$ cat src/sv/palette_slot_map_macros.svh
// Assertion helpers for the palette slot map. Each expects clk and rst_n in scope.
`ifndef PALETTE_SLOT_MAP_MACROS_SVH
`define PALETTE_SLOT_MAP_MACROS_SVH

// Same-cycle implication.
`define PALS_ASSERT_NOW(label, ante, cons) \
    label: assert property (@(posedge clk) disable iff (!rst_n) (ante) |-> (cons)) \
        else $error("palette slot map check failed");

// Next-cycle implication.
`define PALS_ASSERT_NEXT(label, ante, cons) \
    label: assert property (@(posedge clk) disable iff (!rst_n) (ante) |=> (cons)) \
        else $error("palette slot map check failed");

`endif

$ cat src/sv/pals_pkg.sv
`default_nettype none

package pals_pkg;

    localparam int PALS_SLOTS      = 16;
    localparam int PALS_MAX_COLORS = 256;

    localparam int COLOR_W = 10;
    localparam logic [COLOR_W-1:0] PERMILLE_MAX = 10'd1000;

    typedef enum logic [1:0] {
        CMD_SET  = 2'd0,
        CMD_FREE = 2'd1,
        CMD_READ = 2'd2
    } cmd_t;

    typedef enum logic [1:0] {
        ST_NEW   = 2'd0,
        ST_HIT   = 2'd1,
        ST_FULL  = 2'd2,
        ST_EMPTY = 2'd3
    } status_t;

    function automatic logic [COLOR_W-1:0] clamp_permille(input logic [COLOR_W-1:0] v);
        clamp_permille = (v > PERMILLE_MAX) ? PERMILLE_MAX : v;
    endfunction

endpackage

`default_nettype wire

$ cat src/sv/pals_ram.sv
`default_nettype none

module pals_ram #(
    parameter int WIDTH = 38,
    parameter int DEPTH = pals_pkg::PALS_SLOTS,
    localparam int AW   = (DEPTH > 1) ? $clog2(DEPTH) : 1
) (
    input  wire logic             clk,
    input  wire logic             we,
    input  wire logic [AW-1:0]    waddr,
    input  wire logic [WIDTH-1:0] wdata,
    input  wire logic [AW-1:0]    raddr,
    output logic      [WIDTH-1:0] rdata
);

    logic [WIDTH-1:0] mem_reg [DEPTH];
    logic [WIDTH-1:0] rdata_reg;

    always_ff @(posedge clk)
    begin
        if (we)
        begin
            mem_reg[waddr] <= wdata;
        end
        rdata_reg <= mem_reg[raddr];
    end

    assign rdata = rdata_reg;

endmodule

`default_nettype wire

$ cat src/sv/pals_free.sv
`default_nettype none

// Highest unused device index below the clamped color count.
module pals_free #(
    parameter int MAX_COLORS = pals_pkg::PALS_MAX_COLORS
) (
    input  wire logic [MAX_COLORS-1:0] used,
    input  wire logic [8:0]            num_colors,
    output logic      [7:0]            free_index
);

    logic [8:0] limit;
    logic       found;
    logic [7:0] idx;

    always_comb
    begin
        if (num_colors == 9'd0)
        begin
            limit = 9'd1;
        end
        else if (num_colors > 9'(MAX_COLORS))
        begin
            limit = 9'(MAX_COLORS);
        end
        else
        begin
            limit = num_colors;
        end
    end

    // later hits override, so the highest free index wins
    always_comb
    begin
        found = 1'b0;
        idx   = 8'd0;
        for (int i = 0; i < MAX_COLORS; i++)
        begin
            if (!used[i] && (9'(i) < limit))
            begin
                found = 1'b1;
                idx   = 8'(i);
            end
        end
    end

    assign free_index = found ? idx : 8'(limit - 9'd1);

endmodule

`default_nettype wire

$ cat src/sv/palette_slot_map.sv
`default_nettype none

// Palette slot map: one command word per clock, busy is always low. A command
// accepted on start is registered, decoded and applied in the following cycle.
// Its result is driven for exactly one cycle: the command passes the input
// register and then the result register, whose done flag marks the result.
// The receiver cannot stall, so results must be captured when done
// is high. Set matches the device index against all filled slots in parallel
// and appends on a miss (status full when the table is full, nothing stored);
// free scans a used-index bitmap with a priority encoder; read returns a slot
// from the slot RAM. num_colors may be written only while no command is in
// flight; out-of-range values are clamped to 1..MAX_COLORS.
module palette_slot_map #(
    parameter int SLOTS      = pals_pkg::PALS_SLOTS,
    parameter int MAX_COLORS = pals_pkg::PALS_MAX_COLORS
) (
    input  wire logic       clk,
    input  wire logic       rst_n,
    // command side
    input  wire logic       start,
    output logic            busy,
    input  wire logic [1:0] cmd,
    input  wire logic [7:0] device_index,
    input  wire logic [3:0] slot,
    input  wire logic [9:0] red_in,
    input  wire logic [9:0] green_in,
    input  wire logic [9:0] blue_in,
    // config
    input  wire logic       cfg_we,
    input  wire logic [8:0] cfg_wdata,
    // result side
    output logic            done,
    output logic [1:0]      status,
    output logic [3:0]      slot_out,
    output logic [7:0]      device_index_out,
    output logic [9:0]      red_out,
    output logic [9:0]      green_out,
    output logic [9:0]      blue_out,
    output logic [4:0]      used_count
);

    import pals_pkg::*;

    localparam int SW    = (SLOTS > 1) ? $clog2(SLOTS) : 1;  // slot address bits
    localparam int CW    = $clog2(SLOTS + 1);                // fill count bits
    localparam int IW    = $clog2(MAX_COLORS);               // bitmap index bits
    localparam int RGB_W = 3 * COLOR_W;
    localparam int RAM_W = 8 + RGB_W;                        // {device, r, g, b}

    // never stalls: one word per clock
    assign busy = 1'b0;

    logic accept;
    assign accept = start && !busy;

    // ---------------- configuration ----------------
    logic [8:0] num_colors_reg;

    always_ff @(posedge clk or negedge rst_n)
    begin
        if (!rst_n)
        begin
            num_colors_reg <= 9'd16;
        end
        else if (cfg_we)
        begin
            num_colors_reg <= cfg_wdata;
        end
    end

    // ---------------- input register ----------------
    logic         in_vld_reg;
    cmd_t         cmd_reg;
    logic [7:0]   dev_reg;
    logic [3:0]   slot_reg;
    logic [9:0]   red_reg;
    logic [9:0]   green_reg;
    logic [9:0]   blue_reg;

    always_ff @(posedge clk or negedge rst_n)
    begin
        if (!rst_n)
        begin
            in_vld_reg <= 1'b0;
        end
        else
        begin
            in_vld_reg <= accept;
        end
    end

    always_ff @(posedge clk)
    begin
        if (accept)
        begin
            cmd_reg   <= cmd_t'(cmd);
            dev_reg   <= device_index;
            slot_reg  <= slot;
            red_reg   <= red_in;
            green_reg <= green_in;
            blue_reg  <= blue_in;
        end
    end

    // ---------------- slot state ----------------
    // Device indices live in flops for the parallel match; a copy sits in the
    // slot RAM together with the color for reads.
    logic [7:0]            dev_map_reg [SLOTS];
    logic [CW-1:0]         filled_reg;
    logic [MAX_COLORS-1:0] used_reg;

    // RAM is addressed straight from the port, so read data lines up with the
    // input register. A write on that same edge is caught by the bypass.
    logic             ram_we;
    logic [SW-1:0]    ram_waddr;
    logic [RAM_W-1:0] ram_wdata;
    logic [RAM_W-1:0] ram_rdata;

    pals_ram #(
        .WIDTH (RAM_W),
        .DEPTH (SLOTS)
    ) u_slot_ram (
        .clk   (clk),
        .we    (ram_we),
        .waddr (ram_waddr),
        .wdata (ram_wdata),
        .raddr (SW'(slot)),
        .rdata (ram_rdata)
    );

    logic             byp_vld_reg;
    logic [SW-1:0]    byp_addr_reg;
    logic [RAM_W-1:0] byp_data_reg;

    always_ff @(posedge clk or negedge rst_n)
    begin
        if (!rst_n)
        begin
            byp_vld_reg <= 1'b0;
        end
        else
        begin
            byp_vld_reg <= ram_we;
        end
    end

    always_ff @(posedge clk)
    begin
        byp_addr_reg <= ram_waddr;
        byp_data_reg <= ram_wdata;
    end

    logic [RAM_W-1:0] rd_word;
    assign rd_word = (byp_vld_reg && (byp_addr_reg == SW'(slot_reg))) ? byp_data_reg
                                                                      : ram_rdata;

    // ---------------- free index search ----------------
    logic [7:0] free_index;

    pals_free #(
        .MAX_COLORS (MAX_COLORS)
    ) u_free (
        .used       (used_reg),
        .num_colors (num_colors_reg),
        .free_index (free_index)
    );

    // ---------------- command execution ----------------
    logic          hit;
    logic [SW-1:0] hit_idx;
    logic          full;
    logic          append;
    logic [9:0]    red_c;
    logic [9:0]    green_c;
    logic [9:0]    blue_c;

    always_comb
    begin
        hit     = 1'b0;
        hit_idx = '0;
        for (int i = 0; i < SLOTS; i++)
        begin
            if (!hit && (i < int'(filled_reg)) && (dev_map_reg[i] == dev_reg))
            begin
                hit     = 1'b1;
                hit_idx = SW'(i);
            end
        end
    end

    assign full    = (filled_reg == CW'(SLOTS));
    assign red_c   = clamp_permille(red_reg);
    assign green_c = clamp_permille(green_reg);
    assign blue_c  = clamp_permille(blue_reg);

    logic          set_ok;
    assign set_ok = in_vld_reg && (cmd_reg == CMD_SET) && (hit || !full);
    assign append = set_ok && !hit;

    assign ram_we    = set_ok;
    assign ram_waddr = hit ? hit_idx : filled_reg[SW-1:0];
    assign ram_wdata = {dev_reg, red_c, green_c, blue_c};

    logic [CW-1:0] filled_next;
    assign filled_next = append ? (filled_reg + CW'(1)) : filled_reg;

    always_ff @(posedge clk or negedge rst_n)
    begin
        if (!rst_n)
        begin
            filled_reg <= '0;
            used_reg   <= '0;
        end
        else if (append)
        begin
            filled_reg <= filled_next;
            if (9'(dev_reg) < 9'(MAX_COLORS))
            begin
                used_reg[dev_reg[IW-1:0]] <= 1'b1;
            end
        end
    end

    always_ff @(posedge clk)
    begin
        if (append)
        begin
            dev_map_reg[filled_reg[SW-1:0]] <= dev_reg;
        end
    end

    // result word
    status_t    status_next;
    logic [3:0] slot_next;
    logic [7:0] dev_next;
    logic [9:0] red_next;
    logic [9:0] green_next;
    logic [9:0] blue_next;
    logic       rd_filled;

    assign rd_filled = (32'(slot_reg) < 32'(filled_reg));

    always_comb
    begin
        status_next = ST_NEW;
        slot_next   = 4'd0;
        dev_next    = 8'd0;
        red_next    = 10'd0;
        green_next  = 10'd0;
        blue_next   = 10'd0;
        unique case (cmd_reg)
            CMD_SET:
            begin
                if (hit || !full)
                begin
                    status_next = hit ? ST_HIT : ST_NEW;
                    slot_next   = 4'(ram_waddr);
                    dev_next    = dev_reg;
                    red_next    = red_c;
                    green_next  = green_c;
                    blue_next   = blue_c;
                end
                else
                begin
                    status_next = ST_FULL;
                end
            end
            CMD_FREE:
            begin
                dev_next = free_index;
            end
            CMD_READ:
            begin
                slot_next = slot_reg;
                if (rd_filled)
                begin
                    status_next = ST_HIT;
                    {dev_next, red_next, green_next, blue_next} = rd_word;
                end
                else
                begin
                    status_next = ST_EMPTY;
                end
            end
            default:
            begin
                // unknown command: only the fill count is reported
            end
        endcase
    end

    // ---------------- result register ----------------
    logic       done_reg;
    status_t    status_reg;
    logic [3:0] slot_out_reg;
    logic [7:0] dev_out_reg;
    logic [9:0] red_out_reg;
    logic [9:0] green_out_reg;
    logic [9:0] blue_out_reg;
    logic [4:0] used_count_reg;

    always_ff @(posedge clk or negedge rst_n)
    begin
        if (!rst_n)
        begin
            done_reg <= 1'b0;
        end
        else
        begin
            done_reg <= in_vld_reg;
        end
    end

    always_ff @(posedge clk)
    begin
        if (in_vld_reg)
        begin
            status_reg     <= status_next;
            slot_out_reg   <= slot_next;
            dev_out_reg    <= dev_next;
            red_out_reg    <= red_next;
            green_out_reg  <= green_next;
            blue_out_reg   <= blue_next;
            used_count_reg <= 5'(filled_next);
        end
    end

    assign done             = done_reg;
    assign status           = status_reg;
    assign slot_out         = slot_out_reg;
    assign device_index_out = dev_out_reg;
    assign red_out          = red_out_reg;
    assign green_out        = green_out_reg;
    assign blue_out         = blue_out_reg;
    assign used_count       = used_count_reg;

    // ---------------- checks ----------------
`include "palette_slot_map_macros.svh"

    `PALS_ASSERT_NEXT(a_result_follows, in_vld_reg, done)
    `PALS_ASSERT_NEXT(a_no_spurious_result, !in_vld_reg, !done)
    `PALS_ASSERT_NOW(a_fill_bound, 1'b1, filled_reg <= CW'(SLOTS))
    `PALS_ASSERT_NOW(a_fill_step, filled_reg != $past(filled_reg),
                     filled_reg == $past(filled_reg) + CW'(1))
    `PALS_ASSERT_NOW(a_full_drop, done && (status == ST_FULL), used_count == 5'(SLOTS))

endmodule

`default_nettype wire
$ cat config.mk
export PLATFORM = sky130hd
export DESIGN_NAME = palette_slot_map
export DESIGN_NICKNAME = d
export VERILOG_FILES = /design/src/sv/pals_pkg.sv /design/src/sv/pals_ram.sv /design/src/sv/pals_free.sv /design/src/sv/palette_slot_map.sv
export VERILOG_INCLUDE_DIRS = /design/src /design/src/sv
export SDC_FILE = /design/constraint.sdc
export NUM_CORES = 2
export LEC_CHECK = 0
export ABC_AREA = 1
export BUFFER_PORTS_ARGS = -buffer_cell sky130_fd_sc_hd__buf_4
export CAP_MARGIN = 40
export CORE_UTILIZATION = 35
export DETAILED_ROUTE_END_ITERATION = 6
export GPL_TIMING_DRIVEN = 0
export PLACE_DENSITY = 0.56
export REMOVE_ABC_BUFFERS = 1
export SYNTH_ARGS = -nofsm -noshare
export SYNTH_HDL_FRONTEND = slang
export SYNTH_SLANG_ARGS = --single-unit
export TNS_END_PERCENT = 1
$ cat constraint.sdc
create_clock -name clk -period 9.8 [get_ports clk]
set_clock_uncertainty 0.1 [all_clocks]
set_input_delay 1.47 -clock clk [delete_from_list [all_inputs] [get_ports clk]]
set_output_delay 1.47 -clock clk [all_outputs]
set_load 0.005 [all_outputs]
# Word level (Yosys, flattened, before mapping)
# Memory sizes are Yosys's and may differ from the RTL's. A register that Yosys moved wholly into a read port is not among the register bits.
# Cells that the tools add are included.
[word_totals] reg_bits=408 ramBits=736 in_bits=57 output_inout_bits=51 elab_cells=1468 n_memories=2
[op_classes] add_sub_neg=2 n_lt_le_gt_ge=279 eq_ne=20 n_mux=575 n_bitwise=1 n_reduce_logical=568
[memory_table] name="u_slot_ram.mem_reg" depth=16 width=38 rd=1 rd_clocked_by_memory_dff=1 wr=1 line="pals_ram.sv:16" text="logic [WIDTH-1:0] mem_reg [DEPTH];"
[memory_table] name="dev_map_reg" depth=16 width=8 rd=16 rd_clocked_by_memory_dff=0 wr=1 line="palette_slot_map.sv:108" text="logic [7:0] dev_map_reg [SLOTS];"
[ops] op="less-than comparator 8 x 9 -> 1 bit, first input constant" n=128
[ops] op="2-to-1 mux 8 bit" n=131
[ops] op="less-than comparator 7 x 9 -> 1 bit, first input constant" n=64
[ops] op="2-to-1 mux 7 bit" n=64
[ops] op="logical AND 1 bit" n=292
[ops] op="less-than comparator 6 x 9 -> 1 bit, first input constant" n=32
[ops] op="2-to-1 mux 1 bit" n=280
[ops] op="zero test 1 bit" n=273
[ops] op="bitwise OR 256 bit" n=1
[ops] op="2-to-1 mux 6 bit" n=32
[ops] op="less-than comparator 5 x 9 -> 1 bit, first input constant" n=16
[ops] op="== test 8 bit" n=16
[ops] op="2-to-1 mux 4 bit" n=24
[ops] op="2-to-1 mux 10 bit" n=9
[ops] op="2-to-1 mux 5 bit" n=17
[ops] op="less-than comparator 4 x 9 -> 1 bit, first input constant" n=8
[ops] op="one-hot mux 10 bit (2 select lines)" n=3
[ops] op="less-than comparator 4 x 5 -> 1 bit, first input constant" n=8
[ops] op="2-to-1 mux 38 bit" n=1
[ops] op="less-than comparator 3 x 9 -> 1 bit, first input constant" n=4
[ops] op="greater-than comparator 10 bit, second input constant" n=3
[ops] op="one-hot mux 8 bit (3 select lines)" n=1
[ops] op="less-than comparator 3 x 5 -> 1 bit, first input constant" n=4
[ops] op="less-than comparator 1 x 9 -> 1 bit, first input constant" n=2
[ops] op="22 further kinds" n=32

# Longest topological paths before layout
[logic_depth] word_depth=263 ltp_mapped=204 mapped_depth_nobuf=203

# Cells and area by module
# A second synthesis with hierarchy kept.
[unflattened] cells_unflattened=6246 hier_area_um2=60176.5
[modules_own_cells] module="pals_ram" instances=1 cells_per_inst=2512 area_per_inst_um2=26927.1 seq_area_each_um2=19018.2
[modules_own_cells] module="palette_slot_map" instances=1 cells_per_inst=2002 area_per_inst_um2=25570.8 seq_area_each_um2=14310.0
[modules_own_cells] module="pals_free" instances=1 cells_per_inst=1732 area_per_inst_um2=7678.6 seq_area_each_um2=0.0

# Worst setup path before layout
# Ideal clock, no wire load.
[synth_timing] path_kind="reg-to-reg" from="register num_colors_reg[8]" to="register dev_out_reg[0] (netlist: device_index_out[0]) (data pin)" setup_time_ns=0.252 arrival_time_ns=9.656 t_required_ns=9.448 slack_ns=-0.208 path_stages_with_launch=204 cell_sequence="dfrtp_1 > nor2_1 > nand2_2 > inv_2 > buf_6 > nand3_2 > nand2_1 > clkinv_1 > nand2_1 > nand2_1 > nand2_1 > nand2_1 > nand2_1 > nand2_1 > nand2_1 > nand2_1 > nand2_1 > nand2_1 > [... 168 more ...] > nand2_1 > nand2_1 > nand2_1 > nand2_1 > nand2_1 > nand2_1 > nand2_1 > nand2_1 > nand2_1 > nand2_1 > nand2_1 > nand2_1 > nand2_1 > nand2_1 > nand2_1 > nand2_1 > nand2_1 > nand2_1"
[synth_via] elab_chain_len=263
[synth_lines] element="start, declared" line="palette_slot_map.sv:57" text="logic [8:0] num_colors_reg;"
[synth_lines] element="start signal, assigned" line="palette_slot_map.sv:67" text="num_colors_reg <= cfg_wdata;"
[synth_lines] element="greater-than comparator 9 bit" line="pals_free.sv:22" text="else if (num_colors > 9'(MAX_COLORS))"
[synth_lines] element="2-to-1 mux 9 bit" line="pals_free.sv:22"
[synth_lines] element="2-to-1 mux 9 bit (*)" line="pals_free.sv:18" text="if (num_colors == 9'd0)"
[synth_lines] element="less-than comparator 1 x 9 -> 1 bit" line="pals_free.sv:39" text="if (!used[i] && (9'(i) < limit))"
[synth_lines] element="logical AND 1 bit" line="pals_free.sv:39"
[synth_lines] element="2-to-1 mux 1 bit (256 in a row)" line="pals_free.sv:39"
[synth_lines] element="2-to-1 mux 8 bit (*)" line="pals_free.sv:47" text="assign free_index = found ? idx : 8'(limit - 9'd1);"
[synth_lines] element="one-hot mux 8 bit (3 select lines) (*)" line="palette_slot_map.sv:251" text="unique case (cmd_reg)"
[synth_lines] element="via dev_next[0]" line="palette_slot_map.sv:235" text="logic [7:0] dev_next;"
[synth_lines] element="end signal, assigned" line="palette_slot_map.sv:320" text="dev_out_reg <= dev_next;"
[synth_lines] element="end, declared" line="palette_slot_map.sv:296" text="logic [7:0] dev_out_reg;"
# The timed path passes the listed nets; every way through them passes the cells marked *.
# A chain may end at the register's enable or synchronous reset.

# Worst setup path after layout
[layout_timing] from="register num_colors_reg[2]" to="register dev_out_reg[1] (netlist: device_index_out[1]) (data pin)"
# The elaborated chain is that of the path after synthesis.

==> key figures <==
Power and ir drop
  • Worst ir drop on vdd: 174 uV
  • Switching share of power: 27.6%
  • Net switching power figure: 3.42 mW
  • Power, Total: 12.4 mW
  • Relative contribution of combinational cells to total power: 13.4%
  • Areal power density over the cells: 197 nW/um^2
  • Lkg Pwr: 25.2 nW
  • Clock power share: 40.2%
  • Total internal power: 8.97 mW
  • Fraction of power consumed by sequential logic: 46.4%

Worst setup path
  • Critical Path Start Type: flop
  • Worst Path Arrival: 12.76 ns
  • Cell count of the worst reg-to-reg path: 86
  • Worst-path cell with the longest stage delay: sky130_fd_sc_hd__nor2_2
  • Startpoint of the worst register-to-register path: num_colors_reg[2]$_DFFE_PN0P_
  • Cell family with most CP delay: compound AO/OA/AOI/OAI gates
  • Number of buffer and inverter stages on the critical path: 6
  • FF-to-FF End: device_index_out[1]$_DFFE_PP_
  • WS Path Type: reg -> reg
  • Required time of the critical path: 10.19 ns
  • Worst Path Max Fanout: 5
  • Slowest Stage Delay on Critical Path: 0.45 ns
  • Element type at the critical path end: flop
  • Setup slack, reg-to-reg: -2.57 ns
  • Top cell by count, worst path: sky130_fd_sc_hd__o21ai_0

Routing
  • Post-DR vias/cell: 5.28
  • Total length of routed wires: 167000 microns
  • 1st-iter DRT viols: 3594
  • DRC: 0
  • Routed wirelength normalized by instance count: 23.0 microns
  • Count of vias placed by the detailed router: 38322
  • Number of nets still failing antenna checks after routing: 0
  • DRT Pass-1 Iters: 6

Yosys
  • Post-synth top area cell: sky130_fd_sc_hd__edfxtp_1
  • Unique cell type count in the Yosys netlist: 60
  • Proportion of netlist area held by the largest area contributor: 47.4%
  • Commonest cells in the netlist: sky130_fd_sc_hd__edfxtp_1, sky130_fd_sc_hd__nand2_1, sky130_fd_sc_hd__inv_1, sky130_fd_sc_hd__o21ai_0, sky130_fd_sc_hd__nor2_1
  • Synthesized instance count: 4950
  • Top flip-flop cell by instance count after synthesis: sky130_fd_sc_hd__edfxtp_1
  • Async set-reset flop share out of synthesis: 23.1%
  • Synthesis Warnings: 0
  • Flip-flop and latch count after synthesis: 1182
  • Mean instance size in the synthesized netlist: 10.6 sq um
  • Largest cells by area after synthesis: sky130_fd_sc_hd__edfxtp_1, sky130_fd_sc_hd__dfrtp_1, sky130_fd_sc_hd__nand2_1
  • Most repeated cell in the gate-level netlist after synthesis: sky130_fd_sc_hd__edfxtp_1
  • Post-synth EDFFs: 829
  • Mapped cell area: 52600 sq um
  • Sequential element share of the synthesized area: 63.4%

Cells and area
  • Area of all placed cells without fillers: 62900 sq um
  • Ant diodes: 0
  • Layout cells sized above 1: 15.3%
  • Number of flip-flops in the largest register: 608
  • Net count of the finished layout: 5212
  • End-of-flow core utilization: 42.4%
  • Area growth, synth to finish: 19.7%
  • Non-filler cells, final: 7260

STA
  • Setup repair after global routing missed its margin: yes
  • Final-report setup violation count: 2
  • Min cycle time layout: 12.37 ns
  • Number of slew-limit violations in the final report: 0
  • Setup ws final: -2.57 ns
  • Tcrit/Tclk final: 126%
  • Hold violation total from the final report: 0
  • Maximum clock frequency: 80.9 MHz
  • Headroom to the max-slew limit: 32.9%
  • Slew at the pin closest to its max-slew limit: 1.01 ns

Hold path
  • Worst min path class: reg -> reg
  • Worst hold start: used_reg[109]$_DFFE_PN0P_
  • Endpoint of the worst hold path: used_reg[109]$_DFFE_PN0P_
  • Hold Crit Depth: 1

GRT
  • Number of antenna violations at the first check in global routing: 2
  • Vias in the first global route: 36827
  • Largest net degree at the start of global routing: 130
  • Sum of overflow across all layers after global routing: 0
  • Global-route wire length before repair: 245000 microns
  • Global routing usage summed across all routing layers: 21.8%

Placement
  • Number of instances in the placed design: 6946
  • Sum of net half-perimeters after detailed placement: 109000 microns
  • Placer congestion estimate: 0.978
  • Setup WS pre-CTS: -3.89 ns
  • Count of buffers inserted at the top-level ports: 106
  • Placed cell areas: 57600 sq um

CTS
  • Clock-pin slew on the worst setup and hold paths: 0.06 ns
  • Number of H-tree levels: 4
  • CTS Buf Count: 134
  • Root buffer cell: sky130_fd_sc_hd__clkbuf_16
  • Longest Clk Path Bufs: 3
  • Clock sink count: 1182
  • Post-CTS Hold Fix Bufs: 0
  • Clock Latency Late Sink: 0.78 ns
  • CTS tree: done

Floorplanning
  • # rows: 141
  • Core region area: 148000 sq um
  • Starting Density: 35.4%
  • Total Die Area: 152000 sq um
  • Die Y-Extent: 390 microns
  • Die W: 390 microns
  • Count of boundary I/O pins: 108

Status
  • Failing checks: setup timing
  • Status: finished, violations left

Flow run
  • Max-capacitance violation count: 0
repair_timing:
action / in CTS / in global routing
buffers inserted: 66 / 0
endpoints found under the setup margin: 2 / 2
pin swaps: 24 / 6
gates resized for setup: 100 / 7
gates cloned: 1 / 0
endpoints found under the hold margin: 0 / 0
placed cells by master (no fill, tap or decap), types with 30 or more instances in the layout:
cell type,n
sky130_fd_sc_hd__a211oi_1,30
sky130_fd_sc_hd__a21oi_1,262
sky130_fd_sc_hd__a31o_2,154
sky130_fd_sc_hd__buf_16,47
sky130_fd_sc_hd__buf_4,194
sky130_fd_sc_hd__clkbuf_1,41
sky130_fd_sc_hd__clkbuf_16,135
sky130_fd_sc_hd__dfrtp_1,267
sky130_fd_sc_hd__dfxtp_1,80
sky130_fd_sc_hd__edfxtp_1,829
sky130_fd_sc_hd__inv_1,594
sky130_fd_sc_hd__mux2i_1,189
sky130_fd_sc_hd__nand2_1,715
sky130_fd_sc_hd__nand3_1,99
sky130_fd_sc_hd__nand4_1,33
sky130_fd_sc_hd__nor2_1,355
sky130_fd_sc_hd__nor2_4,41
sky130_fd_sc_hd__nor3_1,80
sky130_fd_sc_hd__nor4_1,31
sky130_fd_sc_hd__o211ai_1,188
sky130_fd_sc_hd__o21ai_0,434
sky130_fd_sc_hd__o22ai_1,31
sky130_fd_sc_hd__xor2_1,57
cell type report:
class	count	area, sq um
flip-flops and latches	1182	33300
well taps	2002	2500
clock inverters	56	694
repair inverters	1	8.76
repair buffers	304	3730
multi-input cells	2896	16500
clock buffers	191	3740
inverters	628	2450
fillers	13897	85400
worst register-to-register path, delay by kind of cell (launching register included):
kind                   cells  cell delay (ns)
and+or+nand+nor           33             3.36
buffers and inverters      6             1.02
DFF                        1             0.41
AOI/OAI and AO/OA         47             7.22
stage by stage:
| stage | TNS (ns) | hold slack, ns |
|---|---|---|
| after global routing | -7.78 | 0.368 |
| after CTS | -4.18 | 0.359 |
| after detailed placement | -7.78 | 0.344 |
| after floorplan | -0.800 | 0.324 |
| final | -4.91 | 0.357 |
| after global placement | -3460.04 | 0.337 |
power groups by stage:
stage / Sequential, mW / Clock [mW] / Combinational [mW]
floorplan: 5.81 / 0 / 0.819
global placement: 5.89 / 0 / 1.40
detailed placement: 5.85 / 0 / 1.57
CTS: 5.74 / 5.07 / 1.65
global route: 5.76 / 5.27 / 1.81
finish: 5.74 / 4.98 / 1.67
cell families (layout without fill, tap and decap cells):
family	Yosys count	after routing	synth area share, %
other cells	1	1	0.00713
xor+xnor	78	78	1.30
mux	192	192	3.66
fa+ha+maj	8	8	0.190
flops	1182	1182	63.4
compound gates	1180	1180	13.9
buf+inv	872	1180	6.26
simple gates	1437	1437	11.3
worst max path at each step:
stage | end | cells after the start | start
3_5_place_dp | device_index_out[0]$_DFFE_PP_ | 186 | num_colors_reg[2]$_DFFE_PN0P_
2_1_floorplan | device_index_out[0]$_DFFE_PP_ | 202 | num_colors_reg[8]$_DFFE_PN0P_
6_report | device_index_out[1]$_DFFE_PP_ | 86 | num_colors_reg[2]$_DFFE_PN0P_
4_1_cts | device_index_out[0]$_DFFE_PP_ | 199 | num_colors_reg[0]$_DFFE_PN0P_
3_3_place_gp | dev_map_reg[2][4]$_DFFE_PP_ | 26 | dev_reg[3]$_DFFE_PP_
5_1_grt | device_index_out[0]$_DFFE_PP_ | 197 | num_colors_reg[5]$_DFFE_PN0P_
metal layers:
layer	GRT usage, %	wire length [microns]
met1	28.9	71100
met2	35.2	78000
met3	4.03	11700
met4	8.50	6140
met5	0	0
Note: power is estimated with default switching activity, not from simulation.
